--- config.mk ---
export PLATFORM = sky130hd
export DESIGN_NAME = zrle_datapath
export DESIGN_NICKNAME = d
export VERILOG_FILES = /design/src/rtl/core/zrle_pkg.sv /design/src/rtl/core/zrle_datapath.sv
export SDC_FILE = /design/constraint.sdc
export NUM_CORES = 1
export LEC_CHECK = 0
export ABC_AREA = 1
export BUFFER_PORTS_ARGS = -buffer_cell sky130_fd_sc_hd__buf_2
export CELL_PAD_IN_SITES_DETAIL_PLACEMENT = 0
export CELL_PAD_IN_SITES_GLOBAL_PLACEMENT = 1
export CORE_ASPECT_RATIO = 0.75
export CORE_MARGIN = 1.5
export CORE_UTILIZATION = 30
export DETAILED_ROUTE_END_ITERATION = 7
export GPL_ROUTABILITY_DRIVEN = 0
export HOLD_SLACK_MARGIN = 0.15
export PLACE_DENSITY = 0.53
export RECOVER_POWER = 50
export REMOVE_ABC_BUFFERS = 1
export SETUP_SLACK_MARGIN = 0.2
export SLEW_MARGIN = 25
export SYNTH_ARGS = -nofsm -noshare
export SYNTH_HDL_FRONTEND = slang
export SYNTH_SLANG_ARGS = --single-unit
--- constraint.sdc ---
create_clock -name clock -period 4.5 [get_ports clock]
set_clock_uncertainty 0.15 [all_clocks]
set_input_delay 0.45 -clock clock [delete_from_list [all_inputs] [get_ports clock]]
set_output_delay 0.45 -clock clock [all_outputs]
set_load 0.05 [all_outputs]
--- src/rtl/core/zrle_pkg.sv ---
// Shared constants, scan table and controller/datapath link types for the
// zigzag run-length block encoder. No dependencies.
`timescale 1ns / 1ps
`default_nettype none

package zrle_pkg;

   localparam int COEF_W     = 16;
   localparam int CODE_W     = 24;
   localparam int CODE_LEN_W = 5;
   localparam int DROP_W     = 4;
   localparam int ADDR_W     = 6;
   localparam int RUN_BITS   = 6;
   localparam int LEN_BITS   = 4;
   localparam int LEN_MAX    = 13;
   localparam int DC_BITS    = 12;
   localparam int DC_LIMIT   = 2040;

   localparam logic [ADDR_W-1:0] LAST_INDEX = ADDR_W'(63);

   // Zigzag scan: scan position -> row-major store address
   localparam logic [ADDR_W-1:0] SCAN_ORDER [64] = '{
       6'd0,  6'd1,  6'd8, 6'd16,  6'd9,  6'd2,  6'd3, 6'd10,
      6'd17, 6'd24, 6'd32, 6'd25, 6'd18, 6'd11,  6'd4,  6'd5,
      6'd12, 6'd19, 6'd26, 6'd33, 6'd40, 6'd48, 6'd41, 6'd34,
      6'd27, 6'd20, 6'd13,  6'd6,  6'd7, 6'd14, 6'd21, 6'd28,
      6'd35, 6'd42, 6'd49, 6'd56, 6'd57, 6'd50, 6'd43, 6'd36,
      6'd29, 6'd22, 6'd15, 6'd23, 6'd30, 6'd37, 6'd44, 6'd51,
      6'd58, 6'd59, 6'd52, 6'd45, 6'd38, 6'd31, 6'd39, 6'd46,
      6'd53, 6'd60, 6'd61, 6'd54, 6'd47, 6'd55, 6'd62, 6'd63
   };

   // Controller -> datapath commands
   typedef struct packed {
      logic              wr_en;
      logic [ADDR_W-1:0] wr_addr;
      logic              rd_en;
      logic [ADDR_W-1:0] rd_addr;
      logic              emit;
      logic              is_dc;
      logic              is_end;
      logic              run_clear;
      logic              run_inc;
   } zrle_cmd_type;

   // Datapath -> controller status
   typedef struct packed {
      logic coef_zero;
      logic out_free;
   } zrle_status_type;

endpackage

`default_nettype wire

--- src/rtl/core/zrle_datapath.sv ---
// Encoder datapath: drop-factor register, coefficient store, zero-run counter,
// code word builder and output register. Depends on zrle_pkg.
`timescale 1ns / 1ps
`default_nettype none

module zrle_datapath
   import zrle_pkg::*;
(
   input  wire logic                     clock,
   input  wire logic                     reset,
   input  wire zrle_cmd_type             cmd,
   output zrle_status_type               status,
   input  wire logic signed [COEF_W-1:0] coefficient,
   input  wire logic                     csr_wr_en,
   input  wire logic [DROP_W-1:0]        csr_wr_data,
   output logic                          rsp_valid,
   input  wire logic                     rsp_ready,
   output logic [CODE_W-1:0]             rsp_code,
   output logic [CODE_LEN_W-1:0]         rsp_code_length,
   output logic                          rsp_last
);

   localparam logic signed [COEF_W-1:0] DC_HI = COEF_W'(DC_LIMIT);
   localparam logic signed [COEF_W-1:0] DC_LO = -DC_HI;

   logic [DROP_W-1:0]     drop_factor_ff;
   logic [COEF_W-1:0]     coef_store_ff [64];
   logic [COEF_W-1:0]     rd_data_ff;
   logic [RUN_BITS-1:0]   run_ff, run_in;
   logic                  rsp_valid_ff, rsp_valid_in;
   logic [CODE_W-1:0]     rsp_code_ff, rsp_code_in;
   logic [CODE_LEN_W-1:0] rsp_code_length_ff, rsp_code_length_in;
   logic                  rsp_last_ff;

   logic [3:0]               diag_sum;
   logic [3:0]               weight;
   logic [COEF_W-1:0]        wr_data;
   logic signed [COEF_W-1:0] coef_s;
   logic [COEF_W-1:0]        mag;
   logic [LEN_BITS-1:0]      nbits;
   logic [LEN_BITS-1:0]      len;
   logic signed [COEF_W-1:0] dc_clamped;
   logic [CODE_W-1:0]        val_mask;
   logic [CODE_W-1:0]        val_bits;
   logic [CODE_W-1:0]        prefix;
   logic [RUN_BITS-1:0]      run_plus;

   // Drop coefficients on the triangular threshold as they arrive
   always_comb begin
      diag_sum = {1'b0, cmd.wr_addr[5:3]} + {1'b0, cmd.wr_addr[2:0]};
      weight   = 4'd15 - diag_sum;
      wr_data  = (weight <= drop_factor_ff) ? '0 : coefficient;
   end

   // Configuration register
   always_ff @(posedge clock) begin
      if (reset) begin
         drop_factor_ff <= '0;
      end else if (csr_wr_en) begin
         drop_factor_ff <= csr_wr_data;
      end
   end

   // Coefficient store: one write port, one registered read port
   always_ff @(posedge clock) begin
      if (cmd.wr_en) begin
         coef_store_ff[cmd.wr_addr] <= wr_data;
      end
      if (cmd.rd_en) begin
         rd_data_ff <= coef_store_ff[cmd.rd_addr];
      end
   end

   // Zero-run counter
   always_comb begin
      run_in = run_ff;
      if (cmd.run_clear) begin
         run_in = '0;
      end else if (cmd.run_inc) begin
         run_in = run_ff + RUN_BITS'(1);
      end
   end

   always_ff @(posedge clock) begin
      if (reset) begin
         run_ff <= '0;
      end else begin
         run_ff <= run_in;
      end
   end

   // Signed bit length of the current coefficient, clamped to LEN_MAX
   always_comb begin
      coef_s = $signed(rd_data_ff);
      mag    = rd_data_ff[COEF_W-1] ? ~rd_data_ff : rd_data_ff;
      nbits  = '0;
      for (int i = 0; i < COEF_W - 1; i++) begin
         if (mag[i]) begin
            nbits = LEN_BITS'(i + 1);
         end
      end
      if (nbits >= LEN_BITS'(LEN_MAX - 1)) begin
         len = LEN_BITS'(LEN_MAX);
      end else begin
         len = nbits + LEN_BITS'(1);
      end
   end

   // Build the code word for the current scan position
   always_comb begin
      if (coef_s > DC_HI) begin
         dc_clamped = DC_HI;
      end else if (coef_s < DC_LO) begin
         dc_clamped = DC_LO;
      end else begin
         dc_clamped = coef_s;
      end

      val_mask = (CODE_W'(1) << len) - CODE_W'(1);
      val_bits = CODE_W'(rd_data_ff) & val_mask;
      run_plus = run_ff + RUN_BITS'(1);

      if (run_ff != '0) begin
         prefix = CODE_W'({run_ff, len});
      end else begin
         prefix = CODE_W'({1'b1, len});
      end

      if (cmd.is_dc) begin
         rsp_code_in        = CODE_W'(dc_clamped[DC_BITS-1:0]);
         rsp_code_length_in = CODE_LEN_W'(DC_BITS);
      end else if (status.coef_zero) begin
         // zero run up to the block end
         rsp_code_in        = CODE_W'(run_plus);
         rsp_code_length_in = CODE_LEN_W'(RUN_BITS + 1);
      end else if (run_ff != '0) begin
         rsp_code_in        = (prefix << len) | val_bits;
         rsp_code_length_in = CODE_LEN_W'(RUN_BITS + LEN_BITS + 1) + CODE_LEN_W'(len);
      end else begin
         rsp_code_in        = (prefix << len) | val_bits;
         rsp_code_length_in = CODE_LEN_W'(LEN_BITS + 1) + CODE_LEN_W'(len);
      end
   end

   assign status.coef_zero = (rd_data_ff == '0);
   assign status.out_free  = !rsp_valid_ff || rsp_ready;

   // Output register: load on emit, drop on a taken beat
   always_comb begin
      if (cmd.emit) begin
         rsp_valid_in = 1'b1;
      end else if (rsp_ready) begin
         rsp_valid_in = 1'b0;
      end else begin
         rsp_valid_in = rsp_valid_ff;
      end
   end

   always_ff @(posedge clock) begin
      if (reset) begin
         rsp_valid_ff <= 1'b0;
      end else begin
         rsp_valid_ff <= rsp_valid_in;
      end
   end

   always_ff @(posedge clock) begin
      if (cmd.emit) begin
         rsp_code_ff        <= rsp_code_in;
         rsp_code_length_ff <= rsp_code_length_in;
         rsp_last_ff        <= cmd.is_end;
      end
   end

   assign rsp_valid       = rsp_valid_ff;
   assign rsp_code        = rsp_code_ff;
   assign rsp_code_length = rsp_code_length_ff;
   assign rsp_last        = rsp_last_ff;

endmodule

`default_nettype wire

==> results of run 1 <==
-- layout make-up --
type,instances,area [sq um]
clock inverters,63,441.7
repair buffers,276,2061
inverters,97,386.6
multi-input cells,2087,10530
fillers,14300,94280
well taps,1906,2385
clock buffers,135,2889
diodes,5,12.51
flip-flops and latches,1081,32350
-- flip-flops by register name (all words and copies together) (netlist names) --
register         flops
rsp_code            24
rsp_last             1
rsp_code_length      5
rsp_valid            1
drop_factor_ff       4
coef_s              16
coef_store_ff     1024
run_ff               6
-- what timing repair did --
action | 4_1_cts | 5_1_grt
endpoints found under the setup margin | 0 | 1
hold endpoints to repair | 131 | 7
resized for setup | 0 | 0
hold buffers | 25 | 1
buffers inserted | 0 | 1
-- critical path, cell delays in order (launching register included) --
cell and delay (ns):
edfxtp_1 0.51, buf_4 0.27, xor2_2 0.19, inv_1 0.06, nand2_1 0.05, nand2_1 0.06, nand2_1 0.05, nand2_1 0.05
nand2_1 0.04, nand2_1 0.06, nand2_2 0.08, nand2_2 0.10, nand2_4 0.10, ha_1 0.28, xnor2_4 0.19, nor2_8 0.24
nand2_1 0.11, nor2_1 0.19, nand2_1 0.13, ha_1 0.22, nand3_2 0.14, nor2_4 0.05, nand2_1 0.08, a21oi_1 0.06
o21ai_1 0.08, nand3_1 0.07
-- how the worst min path moves through the flow --
stage	to	cells past startpoint	from	slack, ns
6_report	coef_store_ff[26][15]	3	coefficient[15]	0.19
5_1_grt	coef_store_ff[27][15]	3	coefficient[15]	0.20
4_1_cts	rsp_code[5]	1	cmd[4]	0.17
3_5_place_dp	drop_factor_ff[1]	2	drop_factor_ff[1]	0.31
3_3_place_gp	drop_factor_ff[3]	2	drop_factor_ff[3]	0.31
2_1_floorplan	drop_factor_ff[3]	2	drop_factor_ff[3]	0.28
-- layer usage --
layer	wire, microns	track usage	vias up
li1	-	-	13320
met1	70150	0.2894	14640
met2	60710	0.2732	807
met3	10870	0.04695	147
met4	2802	0.04154	0
met5	0	0	-
-- per-stage QoR --
step / instance area, sq um / total power, mW / cells
CTS: 51380 / 23.08 / 5642
global route: 51050 / 23.61 / 5645
detailed placement: 47800 / 14.37 / 5419
finish: 51060 / 22.84 / 5650
floorplan: 43100 / 13.01 / 3265
global placement: 47790 / 14.37 / 5419
-- synth_stat cells (all sizes together), types with 6 or more instances --
cell	count	area, sq um
edfxtp	1070	32130
nor2	772	2944
o21ai	674	3377
o22ai	279	1745
clkbuf	217	814.5
nand2	124	498.0
inv	92	350.3
nand3	52	270.3
o221ai	32	280.3
nand4	23	165.2
a21oi	22	113.9
o211ai	20	150.1
buf	18	118.9
ha	16	200.2
xor2	13	128.9
dfxtp	11	220.2
nor4	9	56.30
o32ai	9	78.83
or2	7	43.79
o21bai	6	45.04
xnor2	6	97.60
-- report_power, final --
part / internal (mW) / switching (mW)
combinational: 0.568 / 1.93
clock: 4.81 / 3.90
sequential: 11.6 / 0.0439
total: 17.0 / 5.87
-- cell families (layout without fill, tap and decap cells) --
| group | after synthesis | after routing | share of synthesized area |
|---|---|---|---|
| XOR/XNOR | 19 | 19 | 0.005143 |
| other | 0 | 5 | 0 |
| AO/OA/AOI/OAI | 1056 | 1056 | 0.1340 |
| buffers and inverters | 332 | 571 | 0.02958 |
| AND/OR/NAND/NOR | 994 | 994 | 0.09118 |
| adder cells (fa/ha/maj) | 18 | 18 | 0.005455 |
| flip-flops | 1081 | 1081 | 0.7346 |
==> results.sh, run 1 <==
export IMPL_final_common_cell="edfxtp_1"
export IMPL_cap_violations=5
export IMPL_numCtsBuffers=109
export IMPL_cts_htree_levels=3
export IMPL_start_kind="flop"
export IMPL_synth_seq_cells=1081
export IMPL_ys_types=52
export IMPL_hold_viol_final=0
export IMPL_synthToLayoutAreaGrowth_pct=15.95
export IMPL_grt_pass1_wl_microns=205500
export IMPL_cp_max_fo=18
export IMPL_synthesis_area_sq_um=44040
export IMPL_setup_worst_path_start="coef_s[15]"
export IMPL_vdd_ir_drop_max_mv=0.2779
export IMPL_layout_common_cells="edfxtp_1 (1070), nor2_1 (740), o21ai_0 (663)"
export IMPL_io_buffer_count=75
export IMPL_fin_tns_setup_ns=0
export IMPL_rsz0062_at_grt="no"
export IMPL_overflow=0
export IMPL_power_leakage_nw=16.68
export IMPL_routed_wirelength_microns=144500
export IMPL_die_h_microns=334.8
export IMPL_finalMaxSlewViolations=99
export IMPL_power_density_nw_per_um2=447.3
export IMPL_status="finished with violations"
export IMPL_worstSetupPathType="flop to flop"
export IMPL_post_dp_hpwl_microns=88670
export IMPL_grt_max_degree=82
export IMPL_synth_avg_cell_area_sq_um=12.58
export IMPL_fmax_mhz=257.1
export IMPL_cts_tree="built"
export IMPL_hp_class="input port to flop"
export IMPL_synth_edff_count=1070
export IMPL_hold_ws_ns=0.1879
export IMPL_drcViolationCount=0
export IMPL_drive_gt1_frac=0.09361
export IMPL_crit_path_end_kind="flop"
export IMPL_die_area_sq_um=149100
export IMPL_reg2reg_to="rsp_code[10]"
export IMPL_boundaryPins=76
export IMPL_wl_per_cell_microns=25.58
export IMPL_fin_ws_ns=0.6105
export IMPL_rows=121
export IMPL_layout_nets=3713
export IMPL_timing_reg2reg_setup_slack_ns=0.61
export IMPL_core_sq_um=145300
export IMPL_worst_r2r_cell_count=25
export IMPL_max_slew_margin=-0.2662
export IMPL_cts_buffer_depth=3
export IMPL_r2r_start="coef_s[15]"
export IMPL_seq_area_frac_synth=0.7346
export IMPL_grt_pass1_vias=27080
export IMPL_drt_iter0_drc=3012
export IMPL_clk_pin_slew_ns=0.06
export IMPL_async_reset_ff_frac=0
export IMPL_netlist_instances=3500
export IMPL_synth_warning_count=0
export IMPL_track_usage=0.1910
export IMPL_first_pass_iters=5
export IMPL_critPathRequiredTime_ns=4.80
export IMPL_detail_route_antenna_nets=0
export IMPL_clk_latency_ns=0.73
export IMPL_synth_main_ff_cell="edfxtp_1"
export IMPL_utilization=0.3513
export IMPL_initial_core_util=0.3030
export IMPL_pre_cts_slack_ns=0.3606
export IMPL_die_x_microns=445.4
export IMPL_viasPerCell=5.117
export IMPL_dr_total_vias=28910
export IMPL_clkSinkCount=1081
export IMPL_arrival_ns=4.19
export IMPL_tightest_slew_ns=1.892
export IMPL_critPathCapture="rsp_code[10]"
export IMPL_root_buffer="clkbuf_16"
export IMPL_violations="capacitance limit, slew limit"
export IMPL_finalSetupViolCount=0
export IMPL_antenna_found_initial=6
export IMPL_fin_crit_sh=0.8643
export IMPL_min_period_ns=3.889
(Power assumes the default switching activity.)
==> run 2: changes to the inputs <==
--- a/config.mk
+++ b/config.mk
@@ -12,6 +12,7 @@
 export CORE_ASPECT_RATIO = 0.75
 export CORE_MARGIN = 1.5
 export CORE_UTILIZATION = 30
+export CTS_BUF_LIST = sky130_fd_sc_hd__clkbuf_16
 export DETAILED_ROUTE_END_ITERATION = 7
 export GPL_ROUTABILITY_DRIVEN = 0
 export HOLD_SLACK_MARGIN = 0.15
==> results.sh, run 2 (synthesis results as in run 1) <==
export IMPL_cap_violations=7
export IMPL_track_usage=0.1910
export IMPL_r2r_start="coef_s[15]"
export IMPL_grt_pass1_wl_microns=205500
export IMPL_vdd_ir_drop_max_mv=0.2773
export IMPL_core_sq_um=145300
export IMPL_detail_route_antenna_nets=0
export IMPL_die_h_microns=334.8
export IMPL_drive_gt1_frac=0.09361
export IMPL_layout_common_cells="edfxtp_1 (1070), nor2_1 (740), o21ai_0 (663)"
export IMPL_worst_r2r_cell_count=25
export IMPL_clk_pin_slew_ns=0.06
export IMPL_hold_viol_final=0
export IMPL_setup_worst_path_start="coef_s[15]"
export IMPL_clkSinkCount=1081
export IMPL_tightest_slew_ns=1.861
export IMPL_utilization=0.3513
export IMPL_viasPerCell=5.121
export IMPL_boundaryPins=76
export IMPL_numCtsBuffers=109
export IMPL_routed_wirelength_microns=144500
export IMPL_fin_crit_sh=0.8644
export IMPL_critPathCapture="rsp_code[10]"
export IMPL_antenna_found_initial=6
export IMPL_violations="capacitance limit, slew limit"
export IMPL_wl_per_cell_microns=25.59
export IMPL_fmax_mhz=257.1
export IMPL_status="finished with violations"
export IMPL_initial_core_util=0.3030
export IMPL_worstSetupPathType="flop to flop"
export IMPL_grt_pass1_vias=27080
export IMPL_largest_register_ffs=1024
export IMPL_io_buffer_count=75
export IMPL_crit_path_end_kind="flop"
export IMPL_final_common_cell="edfxtp_1"
export IMPL_power_density_nw_per_um2=446.2
export IMPL_first_pass_iters=5
export IMPL_dr_total_vias=28930
export IMPL_drt_iter0_drc=3040
export IMPL_synthToLayoutAreaGrowth_pct=15.94
export IMPL_clk_latency_ns=0.73
export IMPL_cts_tree="built"
export IMPL_overflow=0
export IMPL_nFillCells=14300
export IMPL_cts_buffer_depth=3
export IMPL_drcViolationCount=0
export IMPL_arrival_ns=4.19
export IMPL_post_dp_hpwl_microns=88670
export IMPL_power_leakage_nw=16.77
export IMPL_start_kind="flop"
export IMPL_place_area_sq_um=47800
export IMPL_grt_max_degree=82
export IMPL_timing_reg2reg_setup_slack_ns=0.61
export IMPL_largest_register="coef_store_ff"
export IMPL_min_period_ns=3.890
export IMPL_rows=121
export IMPL_critPathRequiredTime_ns=4.80
export IMPL_rsz0062_at_grt="no"
export IMPL_die_x_microns=445.4
export IMPL_finalSetupViolCount=0
export IMPL_die_area_sq_um=149100
export IMPL_fin_area_sq_um=51060
export IMPL_max_slew_margin=-0.2452
export IMPL_finalMaxSlewViolations=134
export IMPL_cp_max_fo=18
export IMPL_hp_class="input port to flop"
export IMPL_root_buffer="clkbuf_16"
export IMPL_cts_htree_levels=3
export IMPL_layout_nets=3713
export IMPL_reg2reg_to="rsp_code[10]"
## run 2: cell types whose count changed in the layout (fill, tap and decap cells not counted), sizes merged
cell    previous run  this run
clkbuf           244       221
diode              5         4
inv               93       116
## run 2: where the power goes
| part | switching (mW) | internal (mW) | total [mW] |
|---|---|---|---|
| logic | 1.93 | 0.568 | 2.49 |
| registers | 0.0439 | 11.6 | 11.6 |
| clock network | 3.90 | 4.75 | 8.65 |
## run 2: worst min path at each step
stage,end,cells past startpoint,startpoint,slack (ns)
CTS,rsp_code[5],1,cmd[4],0.17
floorplan,drop_factor_ff[3],2,drop_factor_ff[3],0.28
finish,coef_store_ff[26][15],3,coefficient[15],0.19
global route,coef_store_ff[27][15],3,coefficient[15],0.20
detailed placement,drop_factor_ff[1],2,drop_factor_ff[1],0.31
global placement,drop_factor_ff[3],2,drop_factor_ff[3],0.31
## run 2: final cells by class
type | instances | area, sq um | area share
Sequential cell | 1081 | 32350 | 0.6336
Multi-Input combinational cell | 2087 | 10530 | 0.2063
Tap cell | 1906 | 2385 | 0.04671
Timing Repair Buffer | 276 | 2061 | 0.04036
Clock buffer | 112 | 2803 | 0.05490
Antenna cell | 4 | 10.01 | 0.0001961
Inverter | 97 | 386.6 | 0.007573
Clock inverter | 86 | 528.0 | 0.01034
## run 2: through the flow
stage / setup TNS (ns) / setup WS, ns / hold slack, ns / total power [mW] / cells
6_report: 0 / 0.6101 / 0.1858 / 22.78 / 5649
5_1_grt: 0 / 0.2196 / 0.2002 / 23.56 / 5645
4_1_cts: 0 / 0.5262 / 0.1704 / 23.03 / 5642
3_5_place_dp: 0 / 0.3606 / 0.3058 / 14.37 / 5419
3_3_place_gp: 0 / 0.3757 / 0.3104 / 14.37 / 5419
2_1_floorplan: -71.47 / -4.546 / 0.2847 / 13.01 / 3265
## run 2: per-layer routing
| layer | global-route usage | part of all wire | vias up |
|---|---|---|---|
| met1 | 0.2894 | 0.48 | 14620 |
| met2 | 0.2732 | 0.42 | 842 |
| met5 | 0 | 0 | - |
| met3 | 0.04695 | 0.077 | 145 |
| met4 | 0.04154 | 0.019 | 0 |
| li1 | - | - | 13320 |
## run 2: worst max-delay path, stage by stage (launching register included)
cell and delay, ns:
edfxtp_1 0.51, buf_4 0.27, xor2_2 0.19, inv_1 0.06, nand2_1 0.05, nand2_1 0.06, nand2_1 0.05, nand2_1 0.05
nand2_1 0.04, nand2_1 0.06, nand2_2 0.08, nand2_2 0.10, nand2_4 0.09, ha_1 0.28, xnor2_4 0.19, nor2_8 0.24
nand2_1 0.12, nor2_1 0.19, nand2_1 0.12, ha_1 0.22, nand3_2 0.14, nor2_4 0.05, nand2_1 0.08, a21oi_1 0.06
o21ai_1 0.08, nand3_1 0.07
## run 2: what timing repair did
| action | in CTS | in global routing |
|---|---|---|
| hold buffers | 25 | 1 |
| endpoints found under the setup margin | 0 | 1 |
| resized for setup | 0 | 0 |
| hold endpoints to repair | 131 | 7 |
| setup buffers | 0 | 1 |
