[src/rtl/core/zrle_pkg.sv]
// Shared constants, scan table and controller/datapath link types for the
// zigzag run-length block encoder. No dependencies.
`timescale 1ns / 1ps
`default_nettype none

package zrle_pkg;

   localparam int COEF_W     = 16;
   localparam int CODE_W     = 24;
   localparam int CODE_LEN_W = 5;
   localparam int DROP_W     = 4;
   localparam int ADDR_W     = 6;
   localparam int RUN_BITS   = 6;
   localparam int LEN_BITS   = 4;
   localparam int LEN_MAX    = 13;
   localparam int DC_BITS    = 12;
   localparam int DC_LIMIT   = 2040;

   localparam logic [ADDR_W-1:0] LAST_INDEX = ADDR_W'(63);

   // Zigzag scan: scan position -> row-major store address
   localparam logic [ADDR_W-1:0] SCAN_ORDER [64] = '{
       6'd0,  6'd1,  6'd8, 6'd16,  6'd9,  6'd2,  6'd3, 6'd10,
      6'd17, 6'd24, 6'd32, 6'd25, 6'd18, 6'd11,  6'd4,  6'd5,
      6'd12, 6'd19, 6'd26, 6'd33, 6'd40, 6'd48, 6'd41, 6'd34,
      6'd27, 6'd20, 6'd13,  6'd6,  6'd7, 6'd14, 6'd21, 6'd28,
      6'd35, 6'd42, 6'd49, 6'd56, 6'd57, 6'd50, 6'd43, 6'd36,
      6'd29, 6'd22, 6'd15, 6'd23, 6'd30, 6'd37, 6'd44, 6'd51,
      6'd58, 6'd59, 6'd52, 6'd45, 6'd38, 6'd31, 6'd39, 6'd46,
      6'd53, 6'd60, 6'd61, 6'd54, 6'd47, 6'd55, 6'd62, 6'd63
   };

   // Controller -> datapath commands
   typedef struct packed {
      logic              wr_en;
      logic [ADDR_W-1:0] wr_addr;
      logic              rd_en;
      logic [ADDR_W-1:0] rd_addr;
      logic              emit;
      logic              is_dc;
      logic              is_end;
      logic              run_clear;
      logic              run_inc;
   } zrle_cmd_type;

   // Datapath -> controller status
   typedef struct packed {
      logic coef_zero;
      logic out_free;
   } zrle_status_type;

endpackage

`default_nettype wire

[src/rtl/core/zrle_ctrl.sv]
// Encoder controller: load/scan state machine, load counter, scan position.
// Depends on zrle_pkg for the command/status types and the zigzag table.
`timescale 1ns / 1ps
`default_nettype none

module zrle_ctrl
   import zrle_pkg::*;
(
   input  wire logic            clock,
   input  wire logic            reset,
   input  wire logic            req_valid,
   output logic                 req_ready,
   input  wire zrle_status_type status,
   output zrle_cmd_type         cmd
);

   localparam logic ST_LOAD = 1'b0;
   localparam logic ST_SCAN = 1'b1;

   logic              state_ff, state_in;
   logic [ADDR_W-1:0] load_count_ff, load_count_in;
   logic [ADDR_W-1:0] pos_ff, pos_in;
   logic              need_emit;
   logic              advance;

   // Next state and commands
   always_comb begin
      state_in      = state_ff;
      load_count_in = load_count_ff;
      pos_in        = pos_ff;
      req_ready     = 1'b0;
      need_emit     = 1'b0;
      advance       = 1'b0;

      cmd           = '0;
      cmd.wr_addr   = load_count_ff;
      cmd.is_dc     = (pos_ff == '0);
      cmd.is_end    = (pos_ff == LAST_INDEX);

      case (state_ff)
         ST_LOAD: begin
            req_ready = 1'b1;
            if (req_valid) begin
               cmd.wr_en     = 1'b1;
               load_count_in = load_count_ff + ADDR_W'(1);
               // final beat of the block: prefetch the DC term
               if (load_count_ff == LAST_INDEX) begin
                  state_in    = ST_SCAN;
                  cmd.rd_en   = 1'b1;
                  cmd.rd_addr = SCAN_ORDER[0];
                  pos_in      = '0;
               end
            end
         end
         ST_SCAN: begin
            // DC and the last position always produce a code word
            need_emit = cmd.is_dc || cmd.is_end || !status.coef_zero;
            advance   = !need_emit || status.out_free;
            cmd.emit  = need_emit && status.out_free;
            if (advance) begin
               if (cmd.is_dc || !status.coef_zero || cmd.is_end) begin
                  cmd.run_clear = 1'b1;
               end else begin
                  cmd.run_inc = 1'b1;
               end
               if (cmd.is_end) begin
                  state_in = ST_LOAD;
                  pos_in   = '0;
               end else begin
                  pos_in      = pos_ff + ADDR_W'(1);
                  cmd.rd_en   = 1'b1;
                  cmd.rd_addr = SCAN_ORDER[pos_ff + ADDR_W'(1)];
               end
            end
         end
         default: begin
            state_in = ST_LOAD;
         end
      endcase
   end

   // Hold control state
   always_ff @(posedge clock) begin
      if (reset) begin
         state_ff      <= ST_LOAD;
         load_count_ff <= '0;
         pos_ff        <= '0;
      end else begin
         state_ff      <= state_in;
         load_count_ff <= load_count_in;
         pos_ff        <= pos_in;
      end
   end

endmodule

`default_nettype wire

[config.mk]
export PLATFORM = sky130hd
export DESIGN_NAME = zrle_ctrl
export DESIGN_NICKNAME = d
export VERILOG_FILES = /design/src/rtl/core/zrle_pkg.sv /design/src/rtl/core/zrle_ctrl.sv
export SDC_FILE = /design/constraint.sdc
export NUM_CORES = 1
export LEC_CHECK = 0
export BUFFER_PORTS_ARGS = -buffer_cell sky130_fd_sc_hd__buf_2
export CORE_UTILIZATION = 40
export DETAILED_ROUTE_END_ITERATION = 8
export PLACE_DENSITY = 0.63
export SYNTH_ARGS = -nofsm -noshare
export SYNTH_HDL_FRONTEND = slang
export SYNTH_SLANG_ARGS = --single-unit
[constraint.sdc]
create_clock -name clock -period 3.76 [get_ports clock]
set_input_delay 0.752 -clock clock [delete_from_list [all_inputs] [get_ports clock]]
set_output_delay 0.752 -clock clock [all_outputs]
set_load 0.01 [all_outputs]
==> metrics.txt, run 1 <==
# TYPE chip_impl_metric gauge
chip_impl_metric{name="period_minus_slack",unit="ns"} 3.422
chip_impl_metric{name="layout.nets",unit=""} 274
chip_impl_metric{name="maxCapViolCount",unit=""} 0
chip_impl_metric{name="1st_pass_router_iterations",unit=""} 4
chip_impl_metric{name="cts_buf_count",unit=""} 3
chip_impl_info{name="outcome",value="completed"} 1
chip_impl_metric{name="multi_input_area",unit="µm²"} 1250
chip_impl_metric{name="drive_above_1_share",unit="%"} 17.72
chip_impl_metric{name="maxSlewViolCount",unit=""} 0
chip_impl_metric{name="timing.critical_path.buf_inv",unit=""} 2
chip_impl_metric{name="grt_start_max_net_pins",unit=""} 23
chip_impl_metric{name="synth.ff_latch_count",unit=""} 13
chip_impl_metric{name="synth-compound-area-share",unit="%"} 30.39
chip_impl_metric{name="detailroute.via_count",unit=""} 1779
chip_impl_metric{name="cp_data_required_time",unit="ns"} 3.01
chip_impl_metric{name="cp_slowest_stage_delay",unit="ns"} 0.41
chip_impl_metric{name="number_of_synthesized_flops_with_an_enable_pin",unit=""} 0
chip_impl_metric{name="total_power",unit="mW"} 0.2882
chip_impl_info{name="unrepaired_setup_endpoints_after_global_routing",value="false"} 1
chip_impl_info{name="yosysMostFrequentCell",value="sky130_fd_sc_hd__nand2_1"} 1
chip_impl_metric{name="wl_per_cell",unit="µm"} 14.75
chip_impl_info{name="timing.critical_path.cells",value="ha_1, inv_1, ha_1, or3_1, a311o_1, a211oi_1, a31o_1, o22ai_1, buf_2"} 1
chip_impl_metric{name="die_width",unit="µm"} 65.84
chip_impl_metric{name="finalCritPeriodShare",unit="%"} 91.01
chip_impl_metric{name="max_slew.worst_pin.slew",unit="ns"} 0.6693
chip_impl_metric{name="grt_util_all_layers",unit="%"} 22.87
chip_impl_metric{name="post_synth_instance_area",unit="µm²"} 1630
chip_impl_metric{name="synth_fp_nets",unit=""} 254
chip_impl_metric{name="clkSinkCount",unit=""} 13
chip_impl_info{name="flip_flop_cell_with_the_highest_count_after_synthesis",value="sky130_fd_sc_hd__dfxtp_1"} 1
chip_impl_metric{name="final_cell_area",unit="µm²"} 1846
chip_impl_metric{name="via_count_of_the_first_global_routing_pass",unit=""} 1698
chip_impl_info{name="cts_tree",value="yes"} 1
chip_impl_metric{name="path_clk_slew",unit="ns"} 0.06
chip_impl_metric{name="timing.setup.tns",unit="ns"} 0
chip_impl_metric{name="post_cts.resized_instances",unit=""} 0
chip_impl_metric{name="drtIter0Drc",unit=""} 175
chip_impl_metric{name="worst_ep_arrival_time",unit="ns"} 2.67
chip_impl_metric{name="dpl.hpwl",unit="mm"} 3.279
chip_impl_info{name="library_cell_appearing_most_often_on_the_critical_path",value="sky130_fd_sc_hd__ha_1"} 1
chip_impl_info{name="synth.area.top_cells",value="sky130_fd_sc_hd__dfxtp_1 16%, sky130_fd_sc_hd__ha_1 11%, sky130_fd_sc_hd__nand2_1 5.8%"} 1
chip_impl_metric{name="wirelength",unit="mm"} 4.455
chip_impl_metric{name="gpl.final_weighted_congestion",unit=""} 0.8977
chip_impl_metric{name="area.sequential",unit="µm²"} 260.3
chip_impl_metric{name="synth.lib_cells_used.distinct",unit=""} 57
chip_impl_metric{name="post_synth_mux_area_share",unit="%"} 3.837
chip_impl_metric{name="nFillCells",unit=""} 381
chip_impl_metric{name="row_count",unit=""} 22
chip_impl_metric{name="report.final.setup_viol",unit=""} 0
chip_impl_metric{name="asyncSetResetFlopFracSynth",unit="%"} 0
chip_impl_metric{name="p_per_area",unit="nW/µm²"} 156.1
chip_impl_metric{name="timing.max_slew.rel_slack",unit="%"} 55.17
chip_impl_metric{name="n_antenna_cell",unit=""} 0
chip_impl_metric{name="drt_drc_violations_left",unit=""} 0
chip_impl_info{name="hold_class",value="reg2reg"} 1
chip_impl_metric{name="synth_xor_area_share",unit="%"} 4.221
chip_impl_metric{name="ctsLongestPathBuffers",unit=""} 2
chip_impl_info{name="ys_top_cells_by_count",value="25 x sky130_fd_sc_hd__nand2_1, 24 x sky130_fd_sc_hd__nor2_1, 16 x sky130_fd_sc_hd__o21ai_0"} 1
chip_impl_metric{name="floorplan.die_area",unit="µm²"} 4335
chip_impl_metric{name="placement.io_buffers",unit=""} 24
chip_impl_metric{name="seq_area_frac_synth",unit="%"} 15.96
chip_impl_metric{name="postCtsHoldBufs",unit=""} 0
chip_impl_metric{name="p_leak",unit="nW"} 0.7651
chip_impl_metric{name="clock_latency",unit="ns"} 0.25
chip_impl_metric{name="yosysTopAreaCellShare",unit="%"} 15.96
chip_impl_metric{name="ios",unit=""} 25
chip_impl_info{name="end_kind",value="output port"} 1
chip_impl_info{name="yosysTopAreaCell",value="sky130_fd_sc_hd__dfxtp_1"} 1
chip_impl_info{name="criticalPathCategory",value="reg2out"} 1
chip_impl_metric{name="area.growth.synth_to_final",unit="%"} 13.20
chip_impl_metric{name="final_antenna_net_count",unit=""} 0
chip_impl_info{name="crit_family",value="compound AO/OA/AOI/OAI gates"} 1
chip_impl_metric{name="r2r_slack",unit="ns"} 1.49
chip_impl_metric{name="number_of_levels_the_h_tree_was_split_into",unit=""} 1
chip_impl_metric{name="postCtsSetupRepairBufs",unit=""} 0
chip_impl_metric{name="wire_length_of_the_first_global_routing_pass",unit="mm"} 7.817
chip_impl_info{name="clock-root-buffer",value="sky130_fd_sc_hd__clkbuf_8"} 1
chip_impl_metric{name="synth_cells",unit=""} 235
chip_impl_metric{name="globalRouteOverflowTotal",unit=""} 0
chip_impl_metric{name="die_height",unit="µm"} 65.84
chip_impl_metric{name="final-hold-violation-count",unit=""} 0
chip_impl_metric{name="post_detailed_placement_cell_area",unit="µm²"} 1799
chip_impl_metric{name="yosys.area_share.adder",unit="%"} 10.74
chip_impl_metric{name="floorplan.initialDensity",unit="%"} 43.23
chip_impl_metric{name="max_freq",unit="MHz"} 292.2
chip_impl_metric{name="power.ir.vdd_worst",unit="mV"} 0.1289
chip_impl_metric{name="yosys.area_share.simple",unit="%"} 27.48
chip_impl_metric{name="placeableCoreArea",unit="µm²"} 3771
chip_impl_metric{name="synth-warning-count",unit=""} 0
chip_impl_info{name="largest_family_of_logic_cells_by_synthesized_area",value="compound AO/OA/AOI/OAI gates"} 1
chip_impl_metric{name="per_cell_via_count_in_the_routed_design",unit=""} 5.891
chip_impl_metric{name="fin_worst_skew",unit="ns"} 0.0009596
chip_impl_info{name="startpoint_type",value="register"} 1
chip_impl_metric{name="synth.avg_cell_area",unit="µm²"} 6.938
chip_impl_info{name="cell_with_the_largest_stage_delay_on_the_worst_path",value="sky130_fd_sc_hd__or3_1"} 1
chip_impl_metric{name="critical_path_peak_fanout",unit=""} 6
chip_impl_metric{name="grt_antenna_before_repair",unit=""} 0
==> cell type report <==
class | instances | area share (%)
Multi-Input combinational cell | 192 | 67.73
Sequential cell | 13 | 14.10
Timing Repair Buffer | 32 | 9.763
Tap cell | 48 | 3.254
Inverter | 13 | 2.644
Clock buffer | 3 | 2.237
Clock inverter | 1 | 0.2712
==> cells in the final DEF, fill, tap and decap left out, drive strengths merged, types with 2 or more instances in the layout <==
cell type	Yosys	final
o311ai	2	2
nor2b	7	7
clkbuf	12	3
mux2	2	2
nor2	24	24
o2bb2ai	2	2
o22ai	6	6
a32oi	2	2
xnor2	4	4
nor3	3	3
or2	2	2
ha	14	14
buf	5	32
a32o	2	2
a31oi	4	4
dfxtp	13	13
clkinv	1	2
or3	3	3
inv	12	12
a21oi	13	13
and3	7	7
o211ai	3	3
o21ai	19	19
nand3	8	8
nand2b	2	2
nand4	2	2
mux2i	4	4
a311oi	3	3
a22oi	4	4
xor2	3	3
a211oi	2	2
nand2	26	26
==> power by group <==
group / switching, mW / internal [mW] / total [mW]
combinational: 0.00887 / 0.00677 / 0.0156
sequential: 0.00235 / 0.140 / 0.142
clock: 0.0566 / 0.0734 / 0.130
total: 0.0678 / 0.220 / 0.288
==> registers in the layout (all words and copies together), names as in the netlist <==
register       flops
pos_ff             6
state_ff           1
load_count_ff      6
==> metal layers <==
layer | global-route usage, % | up-vias | routed length [µm]
li1 | - | 892 | -
met1 | 31.91 | 805 | 2120
met2 | 34.95 | 69 | 1964
met3 | 3.621 | 13 | 274
met4 | 8.424 | 0 | 97
met5 | 0 | - | 0
==> per-stage QoR <==
step / hold slack, ns / setup slack [ns] / utilization, % / std cells
after global routing: 0.5384 / 0.1577 / 48.94 / 302
after global placement: 0.4784 / 0.6953 / 47.71 / 298
after floorplan: 0.4996 / 0.7664 / - / 235
after detailed placement: 0.5057 / 0.6276 / 47.71 / 298
final: 0.5128 / 0.3382 / 48.94 / 302
after CTS: 0.5129 / 0.3450 / 48.94 / 302
==> cells by family (layout without fill, tap and decap cells) <==
group,after synthesis,count (layout)
AND/OR/NAND/NOR,91,91
AO/OA/AOI/OAI,74,74
buffers and inverters,30,49
adder cells (fa/ha/maj),14,14
flip-flops,13,13
XOR/XNOR,7,7
multiplexers,6,6
==> worst register-to-register path, cell delays in order (launching register included) <==
cell and delay [ns]:
sky130_fd_sc_hd__dfxtp_1 0.73, sky130_fd_sc_hd__and3_1 0.35, sky130_fd_sc_hd__nand3_1 0.19, sky130_fd_sc_hd__a31oi_1 0.62, sky130_fd_sc_hd__a22oi_1 0.18, sky130_fd_sc_hd__nor2_1 0.14
==> worst paths after layout <==
check / from / to / cells past startpoint
worst max register to register: pos_ff[3]$_SDFFE_PP0P_ / pos_ff[2]$_SDFFE_PP0P_ / 5
worst min-delay path: load_count_ff[5]$_SDFFE_PP0P_ / load_count_ff[5]$_SDFFE_PP0P_ / 2
worst max-delay path: pos_ff[0]$_SDFFE_PP0P_ / cmd[6] / 9
worst min register to register: load_count_ff[5]$_SDFFE_PP0P_ / load_count_ff[5]$_SDFFE_PP0P_ / 2
Power figures use the tool's default switching activity.
==> run 2, diff against run 1 <==
==> constraint.sdc (replaced) <==
create_clock -name clock -period 3.76 [get_ports clock]
set_input_delay 0.376 -clock clock [delete_from_list [all_inputs] [get_ports clock]]
set_output_delay 0.376 -clock clock [all_outputs]
set_load 0.01 [all_outputs]
==> metrics.txt, run 2 (synthesis gave the netlist of run 1 again) <==
# TYPE chip_impl_metric gauge
chip_impl_metric{name="fin_worst_skew",unit="ns"} 0.001382
chip_impl_metric{name="clkSinkCount",unit=""} 13
chip_impl_info{name="outcome",value="completed"} 1
chip_impl_info{name="biggest_regs",value="load_count_ff: 6 flops, pos_ff: 6 flops, state_ff: 1 flops"} 1
chip_impl_metric{name="period_minus_slack",unit="ns"} 3.364
chip_impl_metric{name="dp_cells",unit=""} 295
chip_impl_metric{name="floorplan.initialDensity",unit="%"} 43.23
chip_impl_info{name="hold_class",value="in2reg"} 1
chip_impl_metric{name="drtIter0Drc",unit=""} 167
chip_impl_metric{name="n_antenna_cell",unit=""} 0
chip_impl_metric{name="area.growth.synth_to_final",unit="%"} 11.90
chip_impl_metric{name="timing.reg2reg.worst_path_depth",unit=""} 7
chip_impl_metric{name="worst_ep_arrival_time",unit="ns"} 2.99
chip_impl_metric{name="path_clk_slew",unit="ns"} 0.06
chip_impl_metric{name="die_height",unit="µm"} 65.84
chip_impl_metric{name="final-hold-violation-count",unit=""} 0
chip_impl_info{name="timing.rr.end",value="pos_ff[5]$_SDFFE_PP0P_"} 1
chip_impl_info{name="cts_tree",value="yes"} 1
chip_impl_metric{name="grt_antenna_before_repair",unit=""} 0
chip_impl_metric{name="finalCritPeriodShare",unit="%"} 89.48
chip_impl_metric{name="timing.critical_path.buf_inv",unit=""} 2
chip_impl_metric{name="placeableCoreArea",unit="µm²"} 3771
chip_impl_metric{name="p_per_area",unit="nW/µm²"} 153.7
chip_impl_metric{name="wire_length_of_the_first_global_routing_pass",unit="mm"} 7.245
chip_impl_metric{name="floorplan.die_area",unit="µm²"} 4335
chip_impl_metric{name="cp_data_required_time",unit="ns"} 3.38
chip_impl_metric{name="max_freq",unit="MHz"} 297.2
chip_impl_metric{name="power.ir.vdd_worst",unit="mV"} 0.2206
chip_impl_metric{name="max_slew.worst_pin.slew",unit="ns"} 0.6107
chip_impl_metric{name="via_count_of_the_first_global_routing_pass",unit=""} 1559
chip_impl_metric{name="drive_above_1_share",unit="%"} 17.13
chip_impl_metric{name="total_power",unit="mW"} 0.2803
chip_impl_metric{name="fin_util",unit="%"} 48.37
chip_impl_metric{name="place_ws",unit="ns"} 0.5282
chip_impl_metric{name="clock_latency",unit="ns"} 0.24
chip_impl_metric{name="report.final.setup_viol",unit=""} 0
chip_impl_metric{name="timing.max_slew.rel_slack",unit="%"} 59.23
chip_impl_info{name="layout.cells.most_common_list",value="25 x sky130_fd_sc_hd__nand2_1, 24 x sky130_fd_sc_hd__nor2_1, 24 x sky130_fd_sc_hd__buf_2, 16 x sky130_fd_sc_hd__o21ai_0, 14 x sky130_fd_sc_hd__ha_1"} 1
chip_impl_metric{name="p_leak",unit="nW"} 0.7505
chip_impl_info{name="unrepaired_setup_endpoints_after_global_routing",value="false"} 1
chip_impl_metric{name="holdWs",unit="ns"} 0.4689
chip_impl_metric{name="final_critical_path_setup_slack",unit="ns"} 0.3956
chip_impl_info{name="worst_hold_start",value="status[0]"} 1
chip_impl_metric{name="r2r_slack",unit="ns"} 1.56
chip_impl_metric{name="1st_pass_router_iterations",unit=""} 5
chip_impl_metric{name="gpl.final_weighted_congestion",unit=""} 0.9502
chip_impl_metric{name="cp_slowest_stage_delay",unit="ns"} 0.48
chip_impl_metric{name="detailroute.via_count",unit=""} 1753
chip_impl_info{name="cell_with_the_largest_stage_delay_on_the_worst_path",value="sky130_fd_sc_hd__ha_1"} 1
chip_impl_metric{name="number_of_levels_the_h_tree_was_split_into",unit=""} 1
chip_impl_info{name="timing.hold.worst_endpoint",value="state_ff$_SDFF_PP0_"} 1
chip_impl_metric{name="final_cell_count_no_fill",unit=""} 299
chip_impl_metric{name="layout.nets",unit=""} 271
chip_impl_metric{name="maxSlewViolCount",unit=""} 0
chip_impl_metric{name="grt_util_all_layers",unit="%"} 20.87
chip_impl_info{name="final_common_cell",value="sky130_fd_sc_hd__nand2_1"} 1
chip_impl_info{name="timing.critical_path.cells",value="ha_1, inv_1, ha_1, or3_1, a311o_1, a211oi_1, a31o_1, o22ai_1, buf_2"} 1
chip_impl_metric{name="grt_start_max_net_pins",unit=""} 25
chip_impl_metric{name="die_width",unit="µm"} 65.84
chip_impl_info{name="clock-root-buffer",value="sky130_fd_sc_hd__clkbuf_8"} 1
chip_impl_metric{name="critical_path_peak_fanout",unit=""} 18
chip_impl_metric{name="post_detailed_placement_cell_area",unit="µm²"} 1777
chip_impl_info{name="r2r_start",value="pos_ff[0]$_SDFFE_PP0P_"} 1
chip_impl_info{name="startpoint_type",value="register"} 1
chip_impl_metric{name="per_cell_via_count_in_the_routed_design",unit=""} 5.863
chip_impl_metric{name="postCtsSetupRepairBufs",unit=""} 0
chip_impl_info{name="end_kind",value="output port"} 1
chip_impl_metric{name="globalRouteOverflowTotal",unit=""} 0
chip_impl_metric{name="cts_buf_count",unit=""} 3
chip_impl_metric{name="maxCapViolCount",unit=""} 0
chip_impl_info{name="library_cell_appearing_most_often_on_the_critical_path",value="sky130_fd_sc_hd__ha_1"} 1
chip_impl_metric{name="dpl.hpwl",unit="mm"} 3.197
chip_impl_metric{name="ios",unit=""} 25
chip_impl_info{name="crit_family",value="adder cells"} 1
chip_impl_info{name="criticalPathCategory",value="reg2out"} 1
chip_impl_metric{name="final_cell_area",unit="µm²"} 1824
chip_impl_metric{name="drt_drc_violations_left",unit=""} 0
chip_impl_metric{name="ctsLongestPathBuffers",unit=""} 2
chip_impl_metric{name="placement.io_buffers",unit=""} 24
chip_impl_metric{name="row_count",unit=""} 22
chip_impl_metric{name="wl_per_cell",unit="µm"} 14.40
chip_impl_metric{name="worstHoldPathCells",unit=""} 4
chip_impl_metric{name="final_antenna_net_count",unit=""} 0
chip_impl_metric{name="timing.setup.tns",unit="ns"} 0
chip_impl_metric{name="wirelength",unit="mm"} 4.307
[run 2: changes by cell type in the layout (fill, tap and decap cells not counted), sizes merged]
cell | previous run | this run
buf | 32 | 29
[run 2: worst max path at each step]
| stage | startpoint | end | depth (start not counted) |
|---|---|---|---|
| after floorplan | pos_ff[0]$_SDFFE_PP0P_ | cmd[6] | 8 |
| after global routing | pos_ff[1]$_SDFFE_PP0P_ | cmd[9] | 9 |
| after global placement | pos_ff[1]$_SDFFE_PP0P_ | cmd[6] | 9 |
| after detailed placement | pos_ff[1]$_SDFFE_PP0P_ | cmd[9] | 9 |
| final | pos_ff[1]$_SDFFE_PP0P_ | cmd[6] | 9 |
| after CTS | pos_ff[1]$_SDFFE_PP0P_ | cmd[6] | 9 |
[run 2: worst min-delay path: cells and delay by family]
family | cells | cell delay [ns]
AOI/OAI and AO/OA | 1 | 0.05
and+or+nand+nor | 2 | 0.10
buffers and inverters | 1 | 0.12
[run 2: timing repair]
item                       CTS  global route
gates resized for setup      0             1
hold buffers                 0             0
hold endpoints to repair     0             0
setup endpoints to repair    0             2
[run 2: layout make-up]
type | count | area (µm²)
fillers | 389 | 1947
multi-input cells | 192 | 1250
flip-flops and latches | 13 | 261.5
repair buffers | 29 | 157.7
well taps | 48 | 60.06
inverters | 13 | 48.80
clock buffers | 3 | 41.29
clock inverters | 1 | 5.005
[run 2: metal layers]
layer | vias to the layer above | share of wire (%) | track usage, %
met4 | 0 | 0.33 | 4.076
met1 | 801 | 49 | 30.80
met5 | - | 0 | 0
li1 | 890 | - | -
met2 | 60 | 46 | 32.02
met3 | 2 | 4.6 | 2.586
[run 2: power by group]
group / total, mW / internal [mW] / switching (mW) / leakage (nW)
Combinational: 0.0154 / 0.00677 / 0.00865 / 0.619
Clock: 0.122 / 0.0730 / 0.0493 / 0.0255
Sequential: 0.143 / 0.140 / 0.00236 / 0.106
Total: 0.280 / 0.220 / 0.0604 / 0.751
==> run 3, diff against run 2 <==
--- a/constraint.sdc
+++ b/constraint.sdc
@@ -3,2 +3,2 @@
 set_output_delay 0.376 -clock clock [all_outputs]
-set_load 0.01 [all_outputs]
+set_load 0.1 [all_outputs]
==> metrics.txt, run 3 (synthesis gave the netlist of run 1 again) <==
# TYPE chip_impl_metric gauge
chip_impl_info{name="outcome",value="completed"} 1
chip_impl_metric{name="cp_data_required_time",unit="ns"} 3.38
chip_impl_metric{name="p_comb_share",unit="%"} 11.7
chip_impl_metric{name="wl_met2",unit="mm"} 2.102
chip_impl_metric{name="cts_buf_count",unit=""} 3
chip_impl_metric{name="max_slew.worst_pin.slew",unit="ns"} 0.8264
chip_impl_metric{name="postCtsHoldBufs",unit=""} 0
chip_impl_metric{name="die_height",unit="µm"} 65.84
chip_impl_metric{name="maxSlewViolCount",unit=""} 0
chip_impl_metric{name="post_cts.resized_instances",unit=""} 0
chip_impl_metric{name="period_minus_slack",unit="ns"} 3.346
chip_impl_metric{name="grt_antenna_before_repair",unit=""} 0
chip_impl_metric{name="max_freq",unit="MHz"} 298.9
chip_impl_metric{name="final_antenna_net_count",unit=""} 0
chip_impl_metric{name="p_per_area",unit="nW/µm²"} 160.5
chip_impl_info{name="startpoint_type",value="register"} 1
chip_impl_metric{name="ios",unit=""} 25
chip_impl_metric{name="switching_share",unit="%"} 26.20
chip_impl_metric{name="maxCapViolCount",unit=""} 0
chip_impl_metric{name="detailroute.via_count",unit=""} 1766
chip_impl_metric{name="clkSinkCount",unit=""} 13
chip_impl_metric{name="p_leak",unit="nW"} 0.7587
chip_impl_metric{name="1st_pass_router_iterations",unit=""} 4
chip_impl_info{name="criticalPathCategory",value="reg2out"} 1
chip_impl_metric{name="place_ws",unit="ns"} 0.7210
chip_impl_metric{name="fin_util",unit="%"} 49.60
chip_impl_metric{name="drive_above_1_share",unit="%"} 17.46
chip_impl_metric{name="floorplan.die_area",unit="µm²"} 4335
chip_impl_metric{name="area.growth.synth_to_final",unit="%"} 14.73
chip_impl_metric{name="drt_drc_violations_left",unit=""} 0
chip_impl_metric{name="post_detailed_placement_cell_area",unit="µm²"} 1826
chip_impl_metric{name="placeableCoreArea",unit="µm²"} 3771
chip_impl_metric{name="gpl.final_weighted_congestion",unit=""} 0.8863
chip_impl_metric{name="row_count",unit=""} 22
chip_impl_metric{name="drtIter0Drc",unit=""} 170
chip_impl_info{name="hold_class",value="in2reg"} 1
chip_impl_metric{name="area.sequential",unit="µm²"} 260.3
chip_impl_metric{name="worst_ep_arrival_time",unit="ns"} 2.97
chip_impl_metric{name="critical_path_peak_fanout",unit=""} 18
chip_impl_metric{name="timing.max_slew.rel_slack",unit="%"} 44.51
chip_impl_metric{name="multi_input_area",unit="µm²"} 1261
chip_impl_metric{name="grt_util_all_layers",unit="%"} 21.82
chip_impl_metric{name="per_cell_via_count_in_the_routed_design",unit=""} 5.887
chip_impl_info{name="cts_tree",value="yes"} 1
chip_impl_metric{name="met3_length",unit="µm"} 229
chip_impl_info{name="highest-signal-layer",value="met4"} 1
chip_impl_info{name="final_common_cell",value="sky130_fd_sc_hd__nand2_1"} 1
chip_impl_metric{name="power.ir.vdd_worst",unit="mV"} 0.1907
chip_impl_metric{name="globalRouteOverflowTotal",unit=""} 0
chip_impl_metric{name="internal-power",unit="mW"} 0.2216
chip_impl_metric{name="placement.io_buffers",unit=""} 24
chip_impl_metric{name="number_of_levels_the_h_tree_was_split_into",unit=""} 1
chip_impl_metric{name="clock_latency",unit="ns"} 0.24
chip_impl_metric{name="dpl.hpwl",unit="mm"} 3.275
chip_impl_metric{name="wire_length_of_the_first_global_routing_pass",unit="mm"} 7.458
chip_impl_metric{name="final-hold-violation-count",unit=""} 0
chip_impl_metric{name="final_critical_path_setup_slack",unit="ns"} 0.4140
chip_impl_metric{name="nFillCells",unit=""} 384
chip_impl_metric{name="n_antenna_cell",unit=""} 0
chip_impl_metric{name="postCtsSetupRepairBufs",unit=""} 0
chip_impl_info{name="end_kind",value="output port"} 1
chip_impl_metric{name="finalCritPeriodShare",unit="%"} 88.99
chip_impl_metric{name="share_seq_of_total_power",unit="%"} 47.6
chip_impl_metric{name="fin_worst_skew",unit="ns"} 0.006891
chip_impl_metric{name="die_width",unit="µm"} 65.84
chip_impl_metric{name="final_cell_count_no_fill",unit=""} 300
chip_impl_metric{name="ctsLongestPathBuffers",unit=""} 2
chip_impl_metric{name="wl_per_cell",unit="µm"} 14.86
chip_impl_metric{name="floorplan.initialDensity",unit="%"} 43.23
chip_impl_metric{name="layout.nets",unit=""} 272
chip_impl_metric{name="path_clk_slew",unit="ns"} 0.06
chip_impl_metric{name="timing.setup.tns",unit="ns"} 0
chip_impl_metric{name="dp_cells",unit=""} 296
chip_impl_metric{name="clockPowerShare",unit="%"} 40.7
chip_impl_metric{name="power_switching",unit="mW"} 0.07867
chip_impl_metric{name="grt_start_max_net_pins",unit=""} 26
chip_impl_info{name="unrepaired_setup_endpoints_after_global_routing",value="false"} 1
chip_impl_metric{name="routedLengthMet1",unit="mm"} 2.086
chip_impl_metric{name="wirelength",unit="mm"} 4.459
chip_impl_info{name="clock-root-buffer",value="sky130_fd_sc_hd__clkbuf_8"} 1
chip_impl_metric{name="report.final.setup_viol",unit=""} 0
chip_impl_metric{name="final_cell_area",unit="µm²"} 1871
chip_impl_info{name="biggest_regs",value="load_count_ff: 6 flops, pos_ff: 6 flops, state_ff: 1 flops"} 1
chip_impl_metric{name="via_count_of_the_first_global_routing_pass",unit=""} 1528
chip_impl_info{name="layout.cells.most_common_list",value="25 x sky130_fd_sc_hd__nand2_1, 24 x sky130_fd_sc_hd__nor2_1, 22 x sky130_fd_sc_hd__buf_2, 16 x sky130_fd_sc_hd__o21ai_0, 14 x sky130_fd_sc_hd__ha_1"} 1
==> run 3: area by class of cell <==
cell class,count,area share [%]
multi-input cells,192,67.42
flip-flops and latches,13,13.91
repair buffers,30,10.43
well taps,48,3.211
inverters,13,2.609
clock buffers,4,2.408
==> run 3: power by group through the flow <==
stage	clock network (mW)	registers [mW]	logic, mW
after detailed placement	0	0.146	0.0354
after CTS	0.126	0.143	0.0355
after global routing	0.130	0.143	0.0369
after floorplan	0	0.162	0.0118
after global placement	0	0.146	0.0351
final	0.122	0.143	0.0352
==> run 3: per-layer routing <==
| metal | global-route usage [%] | up-vias |
|---|---|---|
| met5 | 0 | - |
| met2 | 35.71 | 50 |
| met3 | 1.034 | 5 |
| li1 | - | 889 |
| met4 | 4.620 | 0 |
| met1 | 31.28 | 822 |
==> run 3: worst paths after layout <==
path                                  from                       endpoint  slack [ns]  depth (start not counted)
max                 pos_ff[2]$_SDFFE_PP0P_                         cmd[7]        0.41                          6
max reg2reg         pos_ff[0]$_SDFFE_PP0P_         pos_ff[5]$_SDFFE_PP0P_        1.52                          7
min                                  reset  load_count_ff[4]$_SDFFE_PP0P_        0.47                          2
min reg2reg  load_count_ff[5]$_SDFFE_PP0P_  load_count_ff[5]$_SDFFE_PP0P_        0.51                          2
==> run 3: critical path, stage by stage, from the launching register on <==
cell	delay [ns]
sky130_fd_sc_hd__dfxtp_1	0.68
sky130_fd_sc_hd__nand3_1	0.27
sky130_fd_sc_hd__xnor2_2	0.65
sky130_fd_sc_hd__nor2_1	0.21
sky130_fd_sc_hd__a311oi_1	0.33
sky130_fd_sc_hd__o2bb2ai_1	0.14
sky130_fd_sc_hd__buf_2	0.44
==> run 3: metrics by stage <==
step	hold WS (ns)	power (mW)
after global placement	0.4986	0.1808
after CTS	0.4725	0.3045
final	0.4720	0.3003
after floorplan	0.4451	0.1738
after detailed placement	0.5056	0.1811
after global routing	0.4858	0.3101
